<file path="config.mk">
export PLATFORM = sky130hd
export DESIGN_NAME = ring_buffer_block_reservation_flat
export DESIGN_NICKNAME = d
export VERILOG_FILES = /design/src/design/rbbr_pkg.sv /design/src/design/rbbr_if.sv /design/src/design/rbbr_cfg.sv /design/src/design/rbbr_ring.sv /design/src/design/ring_buffer_block_reservation.sv /design/src/flat_wrapper.sv
export SDC_FILE = /design/constraint.sdc
export NUM_CORES = 1
export LEC_CHECK = 0
export ABC_AREA = 1
export BUFFER_PORTS_ARGS = -buffer_cell sky130_fd_sc_hd__clkbuf_2
export CAP_MARGIN = 40
export CORE_ASPECT_RATIO = 0.8
export CORE_MARGIN = 3
export CORE_UTILIZATION = 40
export CTS_CLUSTER_DIAMETER = 80
export CTS_CLUSTER_SIZE = 24
export DETAILED_ROUTE_END_ITERATION = 8
export HOLD_SLACK_MARGIN = 0.06
export MAX_ROUTING_LAYER = met4
export PLACE_DENSITY = 0.63
export SYNTH_ARGS = -nofsm -noshare
export SYNTH_HDL_FRONTEND = slang
export SYNTH_HIERARCHICAL = 1
export SYNTH_SLANG_ARGS = --single-unit
</file>
<file path="constraint.sdc">
create_clock -name clk -period 8.9 [get_ports clk]
set_input_delay 2.225 -clock clk [delete_from_list [all_inputs] [get_ports clk]]
set_output_delay 2.225 -clock clk [all_outputs]
set_load 0.03 [all_outputs]
</file>
<file path="src/design/rbbr_pkg.sv">
`timescale 1ns / 1ps

package rbbr_pkg;

  localparam int RBBR_MAX_SLOTS_DEF = 4096;

  localparam int OPCODE_W     = 3;
  localparam int COUNT_W      = 13;
  localparam int STATUS_W     = 2;
  localparam int OFFSET_W     = 28;
  localparam int STRIDE_W     = 16;
  localparam int SLOT_COUNT_W = 13;
  localparam int CFG_DATA_W   = 16;
  localparam int CFG_INDEX_W  = 1;

  localparam logic [SLOT_COUNT_W-1:0] RESET_SLOT_COUNT = 13'd4096;
  localparam logic [STRIDE_W-1:0]     RESET_STRIDE     = 16'd1;

  // configuration register indexes
  localparam logic [CFG_INDEX_W-1:0] CFG_SLOT_COUNT  = 1'b0;
  localparam logic [CFG_INDEX_W-1:0] CFG_SLOT_STRIDE = 1'b1;

  typedef enum logic [OPCODE_W-1:0] {
    OP_RES_INS    = 3'd0,
    OP_COMMIT_INS = 3'd1,
    OP_FORCE_INS  = 3'd2,
    OP_RES_REM    = 3'd3,
    OP_COMMIT_REM = 3'd4
  } opcode_t;

  typedef enum logic [STATUS_W-1:0] {
    ST_OK      = 2'd0,
    ST_INVALID = 2'd1,
    ST_BUSY    = 2'd2,
    ST_NOSPACE = 2'd3
  } status_t;

  typedef struct packed {
    status_t                   status;
    logic [OFFSET_W-1:0]       byte_offset;
    logic [COUNT_W-1:0]        available;
    logic [COUNT_W-1:0]        space;
    logic                      is_empty;
  } rbbr_result_t;

endpackage

</file>
<file path="src/design/rbbr_if.sv">
`timescale 1ns / 1ps

interface rbbr_in_if import rbbr_pkg::*; ();
  logic                valid;
  logic                ready;
  logic [OPCODE_W-1:0] opcode;
  logic [COUNT_W-1:0]  count;

  modport source (output valid, output opcode, output count, input ready);
  modport sink   (input valid, input opcode, input count, output ready);
endinterface

interface rbbr_out_if import rbbr_pkg::*; ();
  logic                valid;
  logic                ready;
  logic [STATUS_W-1:0] status;
  logic [OFFSET_W-1:0] byte_offset;
  logic [COUNT_W-1:0]  available;
  logic [COUNT_W-1:0]  space;
  logic                is_empty;

  modport source (output valid, output status, output byte_offset, output available,
                  output space, output is_empty, input ready);
  modport sink   (input valid, input status, input byte_offset, input available,
                  input space, input is_empty, output ready);
endinterface

</file>
<file path="src/design/rbbr_cfg.sv">
`timescale 1ns / 1ps

module rbbr_cfg import rbbr_pkg::*; #(
  parameter int MAX_SLOTS = RBBR_MAX_SLOTS_DEF,
  parameter int CW        = 13
) (
  input  logic                   clk,
  input  logic                   rst_n,
  input  logic                   cfg_we,
  input  logic [CFG_INDEX_W-1:0] cfg_index,
  input  logic [CFG_DATA_W-1:0]  cfg_wdata,
  output logic [CW-1:0]          slots_r,
  output logic [STRIDE_W-1:0]    stride_r,
  output logic                   ring_clear
);

  // clamp a slot count to 1..MAX_SLOTS
  function automatic logic [CW-1:0] clamp_slots(input logic [SLOT_COUNT_W-1:0] v);
    logic [CW-1:0] w;
    w = CW'(v);
    if (w == '0) begin
      w = CW'(1);
    end else if (w > CW'(MAX_SLOTS)) begin
      w = CW'(MAX_SLOTS);
    end
    return w;
  endfunction

  assign ring_clear = cfg_we && (cfg_index == CFG_SLOT_COUNT);

  always_ff @(posedge clk) begin
    if (!rst_n) begin
      slots_r  <= clamp_slots(RESET_SLOT_COUNT);
      stride_r <= RESET_STRIDE;
    end else if (cfg_we) begin
      case (cfg_index)
        CFG_SLOT_COUNT:  slots_r  <= clamp_slots(cfg_wdata[SLOT_COUNT_W-1:0]);
        CFG_SLOT_STRIDE: stride_r <= cfg_wdata[STRIDE_W-1:0];
        default: ;
      endcase
    end
  end

endmodule

</file>
<file path="src/design/rbbr_ring.sv">
`timescale 1ns / 1ps

module rbbr_ring import rbbr_pkg::*; #(
  parameter int PW        = 12,
  parameter int CW        = 13
) (
  input  logic                clk,
  input  logic                rst_n,
  input  logic                clear,
  input  logic                step_en,
  input  logic [CW-1:0]       slots,
  input  logic [STRIDE_W-1:0] stride,
  input  logic [OPCODE_W-1:0] op,
  input  logic [COUNT_W-1:0]  cnt,
  output rbbr_result_t        result
);

  logic [PW-1:0] ip_r, ip_nxt, rp_r, rp_nxt;
  logic          empty_r, empty_nxt;
  logic          ins_pend_r, ins_pend_nxt, rem_pend_r, rem_pend_nxt;
  logic [CW-1:0] ins_res_r, ins_res_nxt, rem_res_r, rem_res_nxt;
  // readable slots, kept next to the pointers so no step recomputes them
  logic [CW-1:0] avail_r, avail_nxt;

  logic [CW-1:0]        n_w, sp_cur;
  status_t              status;
  logic                 off_en, off_rem;
  logic [PW+STRIDE_W-1:0] prod;

  // advance a pointer by at most one ring length
  function automatic logic [PW-1:0] wrap_add(input logic [PW-1:0] p,
                                             input logic [CW-1:0] k,
                                             input logic [CW-1:0] s);
    logic [CW:0] sum;
    sum = (CW+1)'(p) + (CW+1)'(k);
    if (sum >= {1'b0, s}) begin
      sum = sum - {1'b0, s};
    end
    return PW'(sum);
  endfunction

  always_comb begin
    n_w          = CW'(cnt);
    sp_cur       = slots - avail_r;
    ip_nxt       = ip_r;
    rp_nxt       = rp_r;
    empty_nxt    = empty_r;
    ins_pend_nxt = ins_pend_r;
    rem_pend_nxt = rem_pend_r;
    ins_res_nxt  = ins_res_r;
    rem_res_nxt  = rem_res_r;
    avail_nxt    = avail_r;
    status       = ST_OK;
    off_en       = 1'b0;
    off_rem      = 1'b0;

    case (opcode_t'(op))
      OP_RES_INS, OP_FORCE_INS: begin
        if (cnt == '0) begin
          status = ST_INVALID;
        end else if (ins_pend_r) begin
          status = ST_BUSY;
        end else if (n_w > sp_cur && opcode_t'(op) == OP_RES_INS) begin
          status = ST_NOSPACE;
        end else if (n_w > sp_cur && rem_pend_r) begin
          status = ST_BUSY;
        end else if (n_w > sp_cur && n_w > slots) begin
          status = ST_NOSPACE;
        end else begin
          if (n_w > sp_cur) begin
            // drop the oldest entries to make room; what is left is slots - count
            rp_nxt      = wrap_add(rp_r, n_w - sp_cur, slots);
            rem_res_nxt = '0;
            avail_nxt   = slots - n_w;
            empty_nxt   = (n_w == slots);
          end
          ins_res_nxt  = n_w;
          ins_pend_nxt = 1'b1;
          off_en       = 1'b1;
        end
      end
      OP_COMMIT_INS: begin
        if (ins_pend_r) begin
          ip_nxt       = wrap_add(ip_r, ins_res_r, slots);
          avail_nxt    = avail_r + ins_res_r;
          ins_res_nxt  = '0;
          ins_pend_nxt = 1'b0;
          empty_nxt    = 1'b0;
        end
      end
      OP_RES_REM: begin
        if (cnt == '0) begin
          status = ST_INVALID;
        end else if (rem_pend_r) begin
          status = ST_BUSY;
        end else if (n_w > avail_r) begin
          status = ST_NOSPACE;
        end else begin
          rem_res_nxt  = n_w;
          rem_pend_nxt = 1'b1;
          off_en       = 1'b1;
          off_rem      = 1'b1;
        end
      end
      OP_COMMIT_REM: begin
        if (rem_pend_r) begin
          rp_nxt       = wrap_add(rp_r, rem_res_r, slots);
          avail_nxt    = avail_r - rem_res_r;
          rem_res_nxt  = '0;
          rem_pend_nxt = 1'b0;
          if (avail_r == rem_res_r) begin
            empty_nxt = 1'b1;
          end
        end
      end
      default: status = ST_INVALID;
    endcase

    prod   = (PW+STRIDE_W)'(off_rem ? rp_r : ip_r) * (PW+STRIDE_W)'(stride);

    result.status      = status;
    result.byte_offset = off_en ? OFFSET_W'(prod) : '0;
    result.available   = COUNT_W'(avail_nxt);
    result.space       = COUNT_W'(slots - avail_nxt);
    result.is_empty    = empty_nxt;
  end

  always_ff @(posedge clk) begin
    if (!rst_n || clear) begin
      ip_r       <= '0;
      rp_r       <= '0;
      empty_r    <= 1'b1;
      ins_pend_r <= 1'b0;
      rem_pend_r <= 1'b0;
      ins_res_r  <= '0;
      rem_res_r  <= '0;
      avail_r    <= '0;
    end else if (step_en) begin
      ip_r       <= ip_nxt;
      rp_r       <= rp_nxt;
      empty_r    <= empty_nxt;
      ins_pend_r <= ins_pend_nxt;
      rem_pend_r <= rem_pend_nxt;
      ins_res_r  <= ins_res_nxt;
      rem_res_r  <= rem_res_nxt;
      avail_r    <= avail_nxt;
    end
  end

endmodule

</file>
<file path="src/design/ring_buffer_block_reservation.sv">
`timescale 1ns / 1ps
// An accepted item passes through the input register and then the result register.
// Throughput: 1 item per cycle while the result channel is not stalled; the ring state update and the offset multiply
//   (pointer times stride) both fit between the input and result registers.
// Reset (rst_n low, synchronous): pointers zero, ring empty, nothing pending,
//   slot_count 4096 (clamped to MAX_SLOTS), slot_stride 1, both channels empty.
module ring_buffer_block_reservation import rbbr_pkg::*; #(
  parameter int MAX_SLOTS = RBBR_MAX_SLOTS_DEF
) (
  input  logic                   clk,
  input  logic                   rst_n,
  rbbr_in_if.sink                in_chan,
  rbbr_out_if.source             out_chan,
  input  logic                   cfg_we,
  input  logic [CFG_INDEX_W-1:0] cfg_index,
  input  logic [CFG_DATA_W-1:0]  cfg_wdata
);

  // pointer width and slot-count width (wide enough for MAX_SLOTS itself)
  localparam int PW = (MAX_SLOTS > 1) ? $clog2(MAX_SLOTS) : 1;
  localparam int CW = ($clog2(MAX_SLOTS + 1) > COUNT_W) ? $clog2(MAX_SLOTS + 1) : COUNT_W;

  logic [CW-1:0]       slots;
  logic [STRIDE_W-1:0] stride;
  logic                ring_clear;

  // input register
  logic                s1_valid_r;
  logic [OPCODE_W-1:0] s1_op_r;
  logic [COUNT_W-1:0]  s1_cnt_r;

  // result register
  logic                out_valid_r;
  rbbr_result_t        out_res_r;
  rbbr_result_t        step_res;

  logic                advance;

  // Move the held item into the result register when that register is free
  // or being drained this cycle.
  assign advance       = s1_valid_r && (!out_valid_r || out_chan.ready);
  assign in_chan.ready = !s1_valid_r || advance;

  rbbr_cfg #(
    .MAX_SLOTS (MAX_SLOTS),
    .CW        (CW)
  ) u_cfg (
    .clk        (clk),
    .rst_n      (rst_n),
    .cfg_we     (cfg_we),
    .cfg_index  (cfg_index),
    .cfg_wdata  (cfg_wdata),
    .slots_r    (slots),
    .stride_r   (stride),
    .ring_clear (ring_clear)
  );

  rbbr_ring #(
    .PW        (PW),
    .CW        (CW)
  ) u_ring (
    .clk     (clk),
    .rst_n   (rst_n),
    .clear   (ring_clear),
    .step_en (advance),
    .slots   (slots),
    .stride  (stride),
    .op      (s1_op_r),
    .cnt     (s1_cnt_r),
    .result  (step_res)
  );

  // Hold the item until its result can be registered.
  always_ff @(posedge clk) begin
    if (!rst_n) begin
      s1_valid_r <= 1'b0;
    end else if (in_chan.ready) begin
      s1_valid_r <= in_chan.valid;
    end
  end

  always_ff @(posedge clk) begin
    if (in_chan.valid && in_chan.ready) begin
      s1_op_r  <= in_chan.opcode;
      s1_cnt_r <= in_chan.count;
    end
  end

  // Result register: load on advance, drop once taken.
  always_ff @(posedge clk) begin
    if (!rst_n) begin
      out_valid_r <= 1'b0;
    end else if (advance) begin
      out_valid_r <= 1'b1;
    end else if (out_chan.ready) begin
      out_valid_r <= 1'b0;
    end
  end

  always_ff @(posedge clk) begin
    if (advance) begin
      out_res_r <= step_res;
    end
  end

  assign out_chan.valid       = out_valid_r;
  assign out_chan.status      = out_res_r.status;
  assign out_chan.byte_offset = out_res_r.byte_offset;
  assign out_chan.available   = out_res_r.available;
  assign out_chan.space       = out_res_r.space;
  assign out_chan.is_empty    = out_res_r.is_empty;

endmodule

</file>
<file path="src/flat_wrapper.sv">
// flat-port wrapper written by rule: the top's interface ports become plain ports
module ring_buffer_block_reservation_flat import rbbr_pkg::*;
#(
  parameter int MAX_SLOTS = RBBR_MAX_SLOTS_DEF
)
  (clk, rst_n, cfg_we, cfg_index, cfg_wdata, in_chan_valid, in_chan_opcode, in_chan_count, in_chan_ready, out_chan_valid, out_chan_status, out_chan_byte_offset, out_chan_available, out_chan_space, out_chan_is_empty, out_chan_ready);
  rbbr_in_if in_chan_i ();
  rbbr_out_if out_chan_i ();
  input  logic clk;
  input  logic rst_n;
  input  logic cfg_we;
  input  logic [CFG_INDEX_W-1:0] cfg_index;
  input  logic [CFG_DATA_W-1:0] cfg_wdata;
  input wire logic [$bits(in_chan_i.valid)-1:0] in_chan_valid;
  input wire logic [$bits(in_chan_i.opcode)-1:0] in_chan_opcode;
  input wire logic [$bits(in_chan_i.count)-1:0] in_chan_count;
  output wire logic [$bits(in_chan_i.ready)-1:0] in_chan_ready;
  output wire logic [$bits(out_chan_i.valid)-1:0] out_chan_valid;
  output wire logic [$bits(out_chan_i.status)-1:0] out_chan_status;
  output wire logic [$bits(out_chan_i.byte_offset)-1:0] out_chan_byte_offset;
  output wire logic [$bits(out_chan_i.available)-1:0] out_chan_available;
  output wire logic [$bits(out_chan_i.space)-1:0] out_chan_space;
  output wire logic [$bits(out_chan_i.is_empty)-1:0] out_chan_is_empty;
  input wire logic [$bits(out_chan_i.ready)-1:0] out_chan_ready;
  assign in_chan_i.valid = in_chan_valid;
  assign in_chan_i.opcode = in_chan_opcode;
  assign in_chan_i.count = in_chan_count;
  assign in_chan_ready = in_chan_i.ready;
  assign out_chan_valid = out_chan_i.valid;
  assign out_chan_status = out_chan_i.status;
  assign out_chan_byte_offset = out_chan_i.byte_offset;
  assign out_chan_available = out_chan_i.available;
  assign out_chan_space = out_chan_i.space;
  assign out_chan_is_empty = out_chan_i.is_empty;
  assign out_chan_i.ready = out_chan_ready;
  ring_buffer_block_reservation #(.MAX_SLOTS(MAX_SLOTS)) u_core (.clk(clk), .rst_n(rst_n), .in_chan(in_chan_i), .out_chan(out_chan_i), .cfg_we(cfg_we), .cfg_index(cfg_index), .cfg_wdata(cfg_wdata));
endmodule
</file>
After elaboration in Yosys (flattened, before gate mapping)

Cells that the tools add are included.

$add $sub $neg: 12
$mul: 1
Div/mod/pow operators: 0
$lt $le $gt $ge: 7
Equal/unequal tests: 17
Shift-type cells: 0
Muxes and demuxes: 78
Bitwise logic cells: 1
Reductions and logical operators: 30

Operators by type and width:

| operator                                               | number |
|---|---|
| 2-to-1 mux 13 bit                                      | 26 |
| 2-to-1 mux 12 bit                                      | 11 |
| case mux 13 bit (3 select lines)                       | 2 |
| subtractor 13 bit                                      | 5 |
| adder 12 x 13 -> 14 bit                                | 3 |
| greater-or-equal comparator 14 x 13 -> 1 bit           | 3 |
| greater-than comparator 13 bit                         | 3 |
| subtractor 12 bit                                      | 3 |
| multiplier 12 x 16 -> 28 bit                           | 1 |
| equality test 13 bit                                   | 2 |
| logical NOT 13 bit                                     | 2 |
| case mux 13 bit (2 select lines)                       | 1 |
| 2-to-1 mux 1 bit                                       | 24 |
| case mux 12 bit (2 select lines)                       | 1 |
| != test 2 bit (second input constant)                  | 11 |
| 2-to-1 mux 2 bit                                       | 8 |
| adder 13 bit                                           | 1 |
| greater-than comparator 13 bit (second input constant) | 1 |
| AND reduction 12 bit                                   | 1 |
| AND reduction 3 bit                                    | 3 |
| AND reduction 9 bit                                    | 1 |
| AND reduction 8 bit                                    | 1 |
| nonzero test 2 bit                                     | 4 |
| equality test 3 x 2 -> 1 bit (second input constant)   | 2 |
| other kinds (13)                                       | 26 |

Bits in registers: 170
Bits in latches: 0
Bits in writable memories: 0
Bits in read-only memories: 0
Input port bits: 38
Output and inout port bits: 59
Logic and storage cells: 165
Memories kept: 0

Longest topological paths before layout

Word-level depth: 12
Mapped depth: 42
Depth with buffers taken out: 41

Cells and area by module

The synthesis kept the hierarchy.

Modules (own cells, without submodules):

| module                        | instances | cells an instance | area each (um^2) | sequential area each (um^2) |
|---|---|---|---|---|
| rbbr_ring                     | 1         | 2768              | 17929.7          | 1321.3 |
| ring_buffer_block_reservation | 1         | 86                | 2287.2           | 2232.1 |
| rbbr_cfg                      | 1         | 146               | 1149.9           | 580.6 |

Worst setup path before layout

OpenSTA, ideal clock, no wires.

Path type: register -> register
Start point: register u_core.u_ring.avail_r[1]
End point: register u_core.out_res_r, in the netlist u_core/out_chan.byte_offset[19], data pin
Library setup time: 0.257 ns
Data arrival time: 6.260 ns
Data required time: 8.643 ns
Path slack: 2.384 ns
Cell stages (with the launch flop): 33
Path buffers: 1
Path through: dfxtp_1 -> inv_1 -> ha_1 -> nand2_1 -> nor3_1 -> o2111ai_1 -> nand2_1 -> nand2_1 -> nand2_2 -> inv_1 -> or2_2 -> o21ai_2 -> inv_2 -> buf_4 -> nand2_1 -> fa_1 -> fa_1 -> fa_1 -> inv_1 -> fa_1 -> inv_1 -> fa_1 -> inv_1 -> ha_1 -> nand2_1 -> nor3_1 -> nand2_1 -> nand3_1 -> a31oi_1 -> o21ai_0 -> a21oi_1 -> xor2_1 -> nor2_1

Cells in the longest elaborated chain, start to end: 9

RTL lines:

| what                                                                 | line                                 | source |
|---|---|---|
| start: declaration                                                   | rbbr_ring.sv:23                      | `logic [CW-1:0] avail_r, avail_nxt;` |
| start signal: assignment                                             | rbbr_ring.sv:146                     | `avail_r <= avail_nxt;` |
| branches (longest 9 deep; another with multiplier 12 x 16 -> 28 bit) | -                                    |  |
| end signal: assignment                                               | ring_buffer_block_reservation.sv:102 | `out_res_r <= step_res;` |
| end: declaration                                                     | ring_buffer_block_reservation.sv:34  | `rbbr_result_t out_res_r;` |

Several ways; the timed one is not identified.
A chain may end at the register's enable or synchronous reset.

Final worst setup path

Start point: register u_core.u_ring.avail_r[7]
End point: register u_core.out_res_r, in the netlist u_core/out_chan.byte_offset[20], data pin

Same word-level chain as after synthesis.

==> key figures <==
Logic synthesis
  – Syn_area_per_cell: approximately 7.1 um^2
  – Post-synthesis sequential area ratio: approximately 19%
  – Ys async rst share: 0%
  – Seq cells post-synth: 170
  – EDFF count, synth: 73
  – Dominant cells by area after synthesis: fa_1 (14%), ha_1 (13%), nand2_1 (12%), edfxtp_1 (10%), dfxtp_1 (9.1%)
  – Simple-gate share of the synthesized area: approximately a quarter
  – Top cells by count, synth: nand2_1 (679), inv_1 (506), nor2_1 (305)
  – Post-synthesis adder-cell area fraction: ~28%
  – Yosys warns: 6
  – Dominant cell type by area after synthesis: fa_1
  – Mux cell area share after synthesis: 0%
  – Synthesized area: ~0.021 mm^2
  – Top FF cell, synth: dfxtp_1
  – Synthesized Nets: about 3.4k
  – Mapped Cells: roughly 3.0k
  – Compound-cell area share of the yosys netlist: a little under an eighth
  – Post-Synth XOR/XNOR Area: under 10%
  – Netlist cell types: between 50 and 60
  – Most common cell in the netlist: nand2_1
  – Synth top area share: 14.24%
  – Largest family of logic cells by synthesized area: adder cells

Critical path
  – Critical path's slowest cell: fa_1
  – CP startpoint kind: register
  – Worst setup EP type: register
  – Arr. time, crit path: between 8000 and 9000 ps
  – Worst reg2reg path depth: 33
  – Crit path from: u_core/u_ring/avail_r[7]
  – Worst R2R End: u_core/out_chan.byte_offset[20]
  – R2r setup slk: 550 ps
  – Worst Path Required: ~9100 ps
  – Crit path to: u_core/out_chan.byte_offset[20]
  – Reg-to-Reg Start: u_core/u_ring/avail_r[7]
  – Max incr delay on CP: around 590 ps
  – Crit Path Max Fanout: 18
  – Critical path class: register to register
  – Crit path top cell by count: nand2_1

Placement
  – Post-DP HPWL: 57840 um
  – Placer Congestion: 1.002
  – Port buffer count: 96

Die
  – Die Area: ~0.056 mm^2
  – Io pins: 97
  – Std-Cell Rows: 75
  – Width of the die: ~260 um
  – Die height: about 210 um
  – Core area: 0.05264 mm^2
  – Initial Utilization: between 40% and 50%

Timing
  – Final period util: approximately 94%
  – Worst Hold Slack: 506.3 ps
  – Final Max Slew Viols: 0
  – Minimum clock period: between 8000 and 9000 ps
  – Final-report hold violation count: 0
  – RSZ-0062 raised after global routing: no
  – Fmax: between 0.1 and 0.15 GHz
  – Sum Neg Setup Slack: 0 ps
  – Worst-margin pin slew: approximately 920 ps
  – Setup skew after layout: ~7.8 ps
  – Slew HR: between 30% and 40%
  – # setup viols final: 0

Drt
  – Final wirelength: 70690 um
  – Drt initial violations: 2170
  – Post-DR vias/cell: 5.334
  – Wire length per cell: between 15 and 20 um
  – DR vias: ~20k
  – Pre-antenna DRT Iters: 6
  – Antenna Nets Post-Route: 0
  – DRC errors left: 0

Finish
  – Synthesis-to-finish area growth: 7.859%
  – Layout cells sized above 1: under 10%
  – Layout Utilization: a little over two fifths
  – Fillers: about 5.3k
  – Final Net Count: 3472

Global route
  – Remaining Overflow, GRT: 0
  – Via count of the first global-routing pass: 18.49k
  – GRT Overall Usage: approximately 26%
  – First-pass GRT wire length: 108200 um
  – Initial antenna violation count: 1
  – Largest net degree at the start of global routing: 53

Pwr
  – Pwr Total: 3.546 mW
  – Pwr Density: 153.9 mW/mm^2
  – Max VDD drop: about 0.00014 V
  – Sw Pwr: between 1.5 and 2 mW
  – Switching share of power: 46.50%
  – Leakage: 11.63 nW
  – Comb power frac: between 50% and 60%
  – Clock Power Share: about a fifth
  – Pint: about 1.9 mW
  – Seq pwr share: 26.3%

Worst hold path
  – Worst Hold Path Cells: 2
  – Worst min-delay path startpoint: u_core/s1_valid_r
  – Worst Hold Class: register to register

Clock tree
  – Root Driver: clkbuf_16
  – Worst-skew pair later-pin latency: roughly 490 ps
  – CTS max path bufs: 2
  – Clk slew on worst S/H paths: ~70 ps
  – CTS buffer count: 17
  – Max H-tree Level: 4
  – Cts hold-fix bufs: 0
  – Setup Buffers After CTS: 0
  – Clock net sink count: 170
  – CTS tree: done
  – Post-CTS sizing: 0

Run status
  – Outcome: finished clean

Job
  – MaxCap Viol Count: 0
[flip-flops by register name (all words and copies together), names as in the netlist]
name                         count
u_core/out_chan.byte_offset     28
u_core/out_chan.is_empty         1
u_core/u_ring/rp_r              12
u_core/s1_valid_r                1
u_core/out_chan.space           13
u_core/u_ring/rem_res_r         13
u_core/out_chan.status           2
u_core/u_ring/empty_r            1
u_core/u_cfg/slots_r            13
u_core/out_chan.available       13
u_core/u_cfg/stride_r           16
u_core/u_ring/avail_r           13
u_core/u_ring/ins_res_r         13
u_core/u_ring/ins_pend_r         1
u_core/s1_op_r                   3
u_core/s1_cnt_r                 13
u_core/out_chan.valid            1
u_core/u_ring/rem_pend_r         1
u_core/u_ring/ip_r              12
[per-stage QoR]
step / cell area, um^2 / instances / worst slack [ps]
finish: 23050 / 3761 / 550.1
CTS: 23040 / 3760 / 749.9
global route: 23050 / 3761 / 150.8
global placement: 22440 / 3726 / 985.3
detailed placement: 22480 / 3728 / 741.0
floorplan: 21370 / 3000 / 2384
[worst min path at each step]
stage	end	slack (ps)
finish	u_core/s1_valid_r	510
detailed placement	u_core/u_ring/ip_r[7]	490
floorplan	u_core/u_cfg/stride_r[2]	450
CTS	u_core/u_ring/ip_r[7]	510
global placement	u_core/u_ring/ip_r[7]	480
global route	u_core/s1_valid_r	520
[worst max-delay path: cells and delay by family (launching register included)]
| family | cells | cell delay (ps) |
|---|---|---|
| XOR/XNOR | 1 | 110 |
| flip-flops | 1 | 470 |
| adder cells (fa/ha/maj) | 7 | 3240 |
| AND/OR/NAND/NOR | 15 | 2250 |
| AO/OA/AOI/OAI | 4 | 1070 |
| buffers and inverters | 6 | 890 |
[power groups by stage]
stage / clock network [mW] / logic, mW / registers (mW)
floorplan: 0 / 1.38 / 0.944
global placement: 0 / 1.82 / 0.945
detailed placement: 0 / 1.82 / 0.946
CTS: 0.773 / 1.83 / 0.929
global route: 0.794 / 2.08 / 0.935
finish: 0.754 / 1.86 / 0.932
[cells in the final DEF (no fill, tap or decap), types with 4 or more instances in the layout]
cell       count
clkbuf_16     17
nor2_1       304
xnor2_1       41
o2111ai_1      5
nand3_1      182
nand3_2        4
nand2_1      679
nand2_2        6
o21ai_2        6
inv_1        506
a31oi_1       18
or2_2         16
o21bai_1      14
nand3b_1       4
nand4_1       61
a21oi_2       11
dfxtp_1       97
nor4_1         4
o21ai_4        4
clkinv_1       7
buf_4         12
o21ai_0      110
o21ai_1        9
a21oi_1      215
nor2_2         9
xor2_1        77
fa_1         152
o211ai_1       6
inv_6          4
inv_2         16
ha_1         228
o21a_1         4
nor3_1        23
a21o_1        13
clkbuf_2      96
edfxtp_1      73
[per-layer routing]
layer | global-route usage (%) | routed length (um) | vias up
met3 | 5.207 | 6995 | 85
met2 | 35.14 | 27760 | 923
met1 | 38.64 | 34380 | 9319
met5 | - | 0 | -
li1 | - | - | 9735
met4 | 6.821 | 1553 | 0
[area by class of cell]
cell class                 count  area (um^2)  share of cell area, %
inverter                     526         1974                  8.567
clock buffer                  17        425.4                  1.846
multi-input combinational   2230        14900                  64.67
timing repair buffer         109        598.1                  2.595
antenna                        1        2.502                0.01086
tap                          693        867.1                  3.762
clock inverter                15        140.1                 0.6081
sequential                   170         4134                  17.94
[cells by family after synthesis]
logic type / after synthesis
simple gates: 1305
buf+inv: 600
compound gates: 427
fa+ha+maj: 380
flops: 170
xor+xnor: 118
(Power assumes the default switching activity.)
